==> src/rtl/multichannel_windowed_pid_unit_assert.svh <==
// ----------------------------------------------------------------------------
// multichannel_windowed_pid_unit_assert.svh - assertion macros
// concurrent assertion wrappers, empty when synthesizing
// ----------------------------------------------------------------------------
`ifndef MULTICHANNEL_WINDOWED_PID_UNIT_ASSERT_SVH
`define MULTICHANNEL_WINDOWED_PID_UNIT_ASSERT_SVH

`ifndef SYNTHESIS
// checked on every clock edge outside reset
`define MWPU_ASSERT(lbl, prop, msg) \
    lbl: assert property (@(posedge clk) disable iff (!rst_n) (prop)) else $error(msg);
// checked on every clock edge, reset included
`define MWPU_ASSERT_ALWAYS(lbl, prop, msg) \
    lbl: assert property (@(posedge clk) (prop)) else $error(msg);
`else
`define MWPU_ASSERT(lbl, prop, msg)
`define MWPU_ASSERT_ALWAYS(lbl, prop, msg)
`endif

`endif

==> src/rtl/mwpid_pkg.sv <==
// ----------------------------------------------------------------------------
// mwpid_pkg - shared types and constants
// beat formats, register indexes, reset values and divide-by-5 constants
// ----------------------------------------------------------------------------
package mwpid_pkg;

    localparam int CFG_DATA_W = 24;
    localparam int CFG_IDX_W  = 3;

    // register indexes
    localparam logic [CFG_IDX_W-1:0] REG_TARGET = 3'd0;
    localparam logic [CFG_IDX_W-1:0] REG_GAIN_P = 3'd1;
    localparam logic [CFG_IDX_W-1:0] REG_GAIN_I = 3'd2;
    localparam logic [CFG_IDX_W-1:0] REG_GAIN_D = 3'd3;

    localparam logic signed [7:0] TARGET_LIMIT = 8'sd100;
    localparam logic signed [7:0] TARGET_RST   = 8'sd0;
    localparam logic [23:0] GAIN_P_RST = 24'd65536;
    localparam logic [23:0] GAIN_I_RST = 24'd13107;
    localparam logic [23:0] GAIN_D_RST = 24'd655;

    // derivative period, gain_d is split as 20*q + r
    localparam int DERIV_PERIOD = 20;
    localparam int GAIN_DQ_W    = 20;
    localparam int GAIN_DR_W    = 5;
    localparam logic [GAIN_DQ_W-1:0] GAIN_DQ_RST =
        GAIN_DQ_W'(int'(GAIN_D_RST) / DERIV_PERIOD);

    // floor(n/5) = (n * DIV5_MULT) >> DIV5_SHIFT, exact for n < 2**22
    localparam int DIV5_SHIFT  = 25;
    localparam int DIV5_MULT_W = 23;
    localparam logic [DIV5_MULT_W-1:0] DIV5_MULT =
        DIV5_MULT_W'(((1 << DIV5_SHIFT) + 4) / 5);

    typedef struct packed {
        logic [1:0]         channel;
        logic signed [15:0] measured_count;
    } sample_t;

    typedef struct packed {
        logic [1:0]         out_channel;
        logic signed [31:0] drive;
        logic signed [15:0] speed_error;
        logic               saturated;
    } result_t;

    typedef struct packed {
        logic signed [7:0]      target_velocity;
        logic [23:0]            gain_p;
        logic [23:0]            gain_i;
        logic [GAIN_DQ_W-1:0]   gain_dq;
        logic [GAIN_DR_W-1:0]   gain_dr;
    } cfg_t;

    // classified item between front and back
    typedef struct packed {
        logic [1:0]         channel;
        logic               chan_ok;
        logic signed [15:0] error;
        logic               error_sat;
    } work_t;

endpackage

==> src/rtl/mwpid_cfg.sv <==
// ----------------------------------------------------------------------------
// mwpid_cfg - configuration registers
// target clamp on write, gains, derivative gain split by the period
// ----------------------------------------------------------------------------
module mwpid_cfg
    import mwpid_pkg::*;
(
    input  logic                  clk,
    input  logic                  rst_n,
    input  logic                  cfg_wr_en,
    input  logic [CFG_IDX_W-1:0]  cfg_index,
    input  logic [CFG_DATA_W-1:0] cfg_data,
    output cfg_t                  cfg
);

    localparam int PROD_W = (CFG_DATA_W - 2) + DIV5_MULT_W;

    logic signed [7:0]    target_reg, target_next;
    logic [23:0]          gain_p_reg, gain_p_next;
    logic [23:0]          gain_i_reg, gain_i_next;
    logic [23:0]          gain_d_reg, gain_d_next;
    logic [GAIN_DQ_W-1:0] gain_dq_reg, gain_dq_next;
    logic signed [7:0]    wr_target;
    logic [PROD_W-1:0]    dq_prod;
    logic [23:0]          dr_full;

    always_comb
    begin
        wr_target = $signed(cfg_data[7:0]);
        if (wr_target > TARGET_LIMIT)
        begin
            wr_target = TARGET_LIMIT;
        end
        else if (wr_target < -TARGET_LIMIT)
        begin
            wr_target = -TARGET_LIMIT;
        end
    end

    always_comb
    begin
        target_next = target_reg;
        gain_p_next = gain_p_reg;
        gain_i_next = gain_i_reg;
        gain_d_next = gain_d_reg;
        if (cfg_wr_en)
        begin
            case (cfg_index)
                REG_TARGET: target_next = wr_target;
                REG_GAIN_P: gain_p_next = cfg_data[23:0];
                REG_GAIN_I: gain_i_next = cfg_data[23:0];
                REG_GAIN_D: gain_d_next = cfg_data[23:0];
                default:    target_next = target_reg;
            endcase
        end
    end

    // gain_d / 20 as (gain_d >> 2) / 5, registered in the cycle after gain_d
    assign dq_prod      = PROD_W'(gain_d_reg[23:2]) * PROD_W'(DIV5_MULT);
    assign gain_dq_next = dq_prod[DIV5_SHIFT +: GAIN_DQ_W];
    assign dr_full      = gain_d_reg - 24'(24'(gain_dq_reg) * 24'(DERIV_PERIOD));

    always_ff @(posedge clk or negedge rst_n)
    begin
        if (!rst_n)
        begin
            target_reg  <= TARGET_RST;
            gain_p_reg  <= GAIN_P_RST;
            gain_i_reg  <= GAIN_I_RST;
            gain_d_reg  <= GAIN_D_RST;
            gain_dq_reg <= GAIN_DQ_RST;
        end
        else
        begin
            target_reg  <= target_next;
            gain_p_reg  <= gain_p_next;
            gain_i_reg  <= gain_i_next;
            gain_d_reg  <= gain_d_next;
            gain_dq_reg <= gain_dq_next;
        end
    end

    assign cfg.target_velocity = target_reg;
    assign cfg.gain_p          = gain_p_reg;
    assign cfg.gain_i          = gain_i_reg;
    assign cfg.gain_dq         = gain_dq_reg;
    assign cfg.gain_dr         = dr_full[GAIN_DR_W-1:0];

endmodule

==> config.mk <==
export PLATFORM = sky130hd
export DESIGN_NAME = mwpid_cfg
export DESIGN_NICKNAME = d
export VERILOG_FILES = /design/src/rtl/multichannel_windowed_pid_unit_assert.svh /design/src/rtl/mwpid_pkg.sv /design/src/rtl/mwpid_cfg.sv
export SDC_FILE = /design/constraint.sdc
export NUM_CORES = 1
export LEC_CHECK = 0
export BUFFER_PORTS_ARGS = -buffer_cell sky130_fd_sc_hd__buf_2
export CORE_MARGIN = 10
export CORE_UTILIZATION = 42
export CTS_CLUSTER_DIAMETER = 40
export CTS_CLUSTER_SIZE = 8
export DETAILED_ROUTE_END_ITERATION = 8
export PLACE_DENSITY = 0.61
export REMOVE_ABC_BUFFERS = 1
export SETUP_SLACK_MARGIN = 0.4
export SYNTH_ARGS = -nofsm -noshare
export SYNTH_HDL_FRONTEND = slang
export SYNTH_SLANG_ARGS = --single-unit
export TNS_END_PERCENT = 30
==> constraint.sdc <==
create_clock -name clk -period 8.92 [get_ports clk]
set_clock_uncertainty 0.1 [all_clocks]
set_input_delay 1.338 -clock clk [delete_from_list [all_inputs] [get_ports clk]]
set_output_delay 1.338 -clock clk [all_outputs]
set_load 0.01 [all_outputs]
Yosys cells after proc, flatten, opt, wreduce, memory -nomap -nowiden
Index checks and enable logic that the tools add are counted.
Widths: inputs -> output; s select.
- input port bits: 30
- register bits after elaboration: 100
- output and inout port bits: 81
- $add $sub $neg: 1
- multiplexer cells: 2
- order comparisons: 2
- reduce and logical (&&, ||, !) cells: 5
- multiply operators: 2
- equality and inequality tests: 3
- operators with widths (cell ; number):
    $mul 22x23->45 const B ; 1
    $mul 20x3->3 const B ; 1
    $mux 8 ; 2
    $gt 8x8->1 const B ; 1
    $lt 8x8->1 const B ; 1
    $reduce_and 2->1 ; 4
    $eq 3x2->1 const B ; 2
    $sub 5x5->5 ; 1
    $eq 3x1->1 const B ; 1
    $logic_not 3->1 ; 1

Depth between registers and ports, before layout
- word-level depth: 3
- mapped depth: 25
- gate-level depth less buffers: 24

Worst setup path before layout
OpenSTA, ideal clock, no wires.
- path type: reg2reg
- start point: register gain_d_reg[7]
- end point: register gain_dq_reg[16]
- setup slack: 2.506 ns
- required time: 8.695 ns
- stages on the path, launching flop included: 23
- setup time: 0.125 ns
- buffers on the path: 0
- arrival: 6.189 ns
- path through: dfstp_2 > inv_1 > ha_1 > fa_1 > fa_1 > inv_1 > fa_1 > inv_1 > fa_1 > inv_1 > fa_1 > inv_1 > fa_1 > inv_1 > ha_1 > a21o_1 > a221o_1 > a211o_1 > o311ai_2 > nand2_2 > a31oi_4 > o21bai_2 > xor2_1
- word-level cells in the longest chain between the ends: 1
- ends and longest elaborated chain (item ; line ; text):
    start: declaration ; mwpid_cfg.sv:21 ; logic [23:0] gain_d_reg, gain_d_next;
    start signal: assignment ; mwpid_cfg.sv:78 ; gain_d_reg <= gain_d_next;
    $mul 22x23->45 ; mwpid_cfg.sv:59 ; assign dq_prod = PROD_W'(gain_d_reg[23:2]) * PROD_W'(DIV5_MULT);
    named net dq_prod[41] ; mwpid_cfg.sv:24 ; logic [PROD_W-1:0] dq_prod;
    end signal: assignment ; mwpid_cfg.sv:79 ; gain_dq_reg <= gain_dq_next;
    end: declaration ; mwpid_cfg.sv:22 ; logic [GAIN_DQ_W-1:0] gain_dq_reg, gain_dq_next;
The timed path passes the listed nets, and every way through them passes these cells.
A chain may end at the register's enable or synchronous reset.

Worst setup path in the final report
Ends and elaborated chain as after synthesis.

==> metrics <==
status finished clean; Wirelength per Cell 17.2 um; antenna viol nets, final 0; register bit count reported by yosys 100; # resized after CTS 0; Post-synth EDFFs 0; Syn Area/Cell 11.1 um^2; post-synthesis mux area share 7.35%; Hold Path Class register to register; Synth cell types 62; startpoint types register; Synth top cells by count inv_1, ha_1, fa_1; first-pass GRT wire length between 40000 and 50000 um; n_diodes 0; detailed-route via count around 7000; I/O pins 111; Die X 181 um; required time worst endpoint 9070 ps; largest cells by area after synthesis fa_1, ha_1, dfrtp_1; Vias/cell 4.89; crit path DAT 7020 ps; gpl congestion 0.903; compound-cell area share of the yosys netlist between 6 and 7%; final hold violations 0; mapped cell area 0.0109 mm^2; Gate Count Post-Synth 982; reg-to-reg endpoint gain_dq_reg[16]$_DFF_PN0_; reg2reg start gain_d_reg[7]$_DFFE_PN1P_; vias in the first global route 7361; warnings from Yosys 0; top_reg_cell synth dfrtp_1; Fill cells 2342; Syn-to-layout area delta 11.6%; main combinational cell family by area after synthesis adder cells; Final setup viols 0; Die Y around 180 um; residual DRC count 0; top-area cell type share of the netlist area 26.3%; initial antenna violation count 1; relative slew slack 55.7%; CTS tree built; Post-DP HPWL about 21000 um; final WL 24500 um; CP Launch Point gain_d_reg[7]$_DFFE_PN1P_; hold buffers post-CTS 0; PortBufs 110; Die Area 0.0327 mm^2; Setup TNS Final 0 ps; Worst Setup EP gain_dq_reg[16]$_DFF_PN0_; critical path fanouts, max 6; layout cells sized above 1 20.9%; CTS Sinks 100; WS Path Type register to register; worst reg2reg path depth 22; period utilisation layout 77.0%; asr flop ratio synth between 90% and 100%; register area share after synthesis 23.2%; XOR/XNOR Fraction of Synth Area roughly 2.2%; max capacitance violation total 0; clock slew at reported path FFs 80 ps; Synth area leader fa_1; R2R Setup Slk approximately 2000 ps; RSZ-0062 raised after global routing false; CORE AREA 0.0253 mm^2; Synth Area in Adders between 40% and 50%; # rows 58; GRT Total Usage between 10% and 20%; largest net degree at the start of global routing 52; gr ovfl total 0; CTS buffer count 9; f_max around 0.15 GHz; Final min period ~7000 ps; Synth Area in Simple Gates 3.95%; CP endpoint kind register; Root Buffer clkbuf_16; most frequent cell after synthesis inv_1; Pre-Repair DR Iteration Count 7; deepest clock path buffer count 2; worst slew pin tran ~670 ps; fin. max-slew vios 0; Post-CTS Setup Bufs 0; Starting Density 43.0%; Final #Nets about 1400; Iter 0 DRT Violations 223; H-tree levels 3; worst skew pair latency 370 ps
[final cells by class]
type | instances | area, um^2 | area share (%)
clock buffers | 10 | 229 | 1.89
clock inverters | 6 | 83.8 | 0.690
inverters | 255 | 957 | 7.88
multi-input cells | 610 | 7360 | 60.6
flip-flops and latches | 100 | 2520 | 20.8
well taps | 330 | 413 | 3.40
repair buffers | 114 | 583 | 4.80
[critical path, stage by stage, from the launching register on]
cell and delay, ps:
dfstp_2 610, inv_1 60, ha_1 330, fa_1 560, fa_1 510, inv_1 80, fa_1 590, inv_1 70
fa_1 530, inv_1 50, fa_1 530, inv_1 50, fa_1 490, inv_1 40, ha_1 330, a21o_1 180
a221o_1 340, a211o_1 290, o311ai_2 360, nand2_2 210, a31oi_4 210, o21bai_2 80, xor2_1 140
[layout by cell type, fill, tap and decap left out, types with 3 or more instances in the layout]
cell,n
dfstp_2,16
inv_1,255
nand2_1,25
xor2_1,12
o211ai_1,3
o21ai_1,7
nor2b_1,3
o21bai_1,3
a41o_1,3
nor3_1,5
nand4_1,6
dfrtp_1,84
mux2_2,71
a211oi_1,4
a21o_1,17
xnor2_1,15
a31oi_1,4
ha_1,180
nand3_1,14
a21oi_1,28
clkbuf_16,9
buf_2,109
o21ai_0,5
fa_1,143
buf_4,5
nor2_1,15
[routing by layer]
metal | GRT usage, % | vias up | share of wire, %
met5 | 0 | - | 0
met4 | 3.12 | 0 | 1.0
met3 | 3.16 | 15 | 4.7
met2 | 24.8 | 124 | 48
met1 | 20.3 | 3454 | 46
li1 | - | 3375 | -
[worst min path at each step]
stage                                       endpoint  slack (ps)                  startpoint  cells after the start
after floorplan            gain_d_reg[7]$_DFFE_PN1P_         410   gain_d_reg[7]$_DFFE_PN1P_                      2
after global placement     target_reg[2]$_DFFE_PN0P_         380   target_reg[2]$_DFFE_PN0P_                      1
after detailed placement   target_reg[2]$_DFFE_PN0P_         390   target_reg[2]$_DFFE_PN0P_                      1
after CTS                  target_reg[2]$_DFFE_PN0P_         410   target_reg[2]$_DFFE_PN0P_                      1
after global routing      gain_i_reg[15]$_DFFE_PN0P_         420  gain_i_reg[15]$_DFFE_PN0P_                      1
final                     gain_i_reg[11]$_DFFE_PN0P_         400  gain_i_reg[11]$_DFFE_PN0P_                      1
[metrics by stage]
| stage | hold slack, ps | setup WS (ps) | cells | instance area (um^2) | util [%] |
|---|---|---|---|---|---|
| 2_1_floorplan | 413 | 2510 | 965 | 10800 | - |
| 3_3_place_gp | 381 | 2140 | 1409 | 11800 | 46.7 |
| 3_5_place_dp | 388 | 2050 | 1409 | 11800 | 46.7 |
| 4_1_cts | 407 | 2020 | 1425 | 12100 | 47.9 |
| 5_1_grt | 418 | 1800 | 1425 | 12100 | 47.9 |
| 6_report | 404 | 2050 | 1425 | 12100 | 47.9 |
[logic make-up after synthesis]
logic type      count (synthesis)
simple gates                   85
fa+ha+maj                     323
flops                         100
buf+inv                       272
compound gates                104
xor+xnor                       27
mux                            71
Power is left out: the tool's default activity adds up to more than one toggle a clock period on the data nets, which glitch-free logic cannot reach.
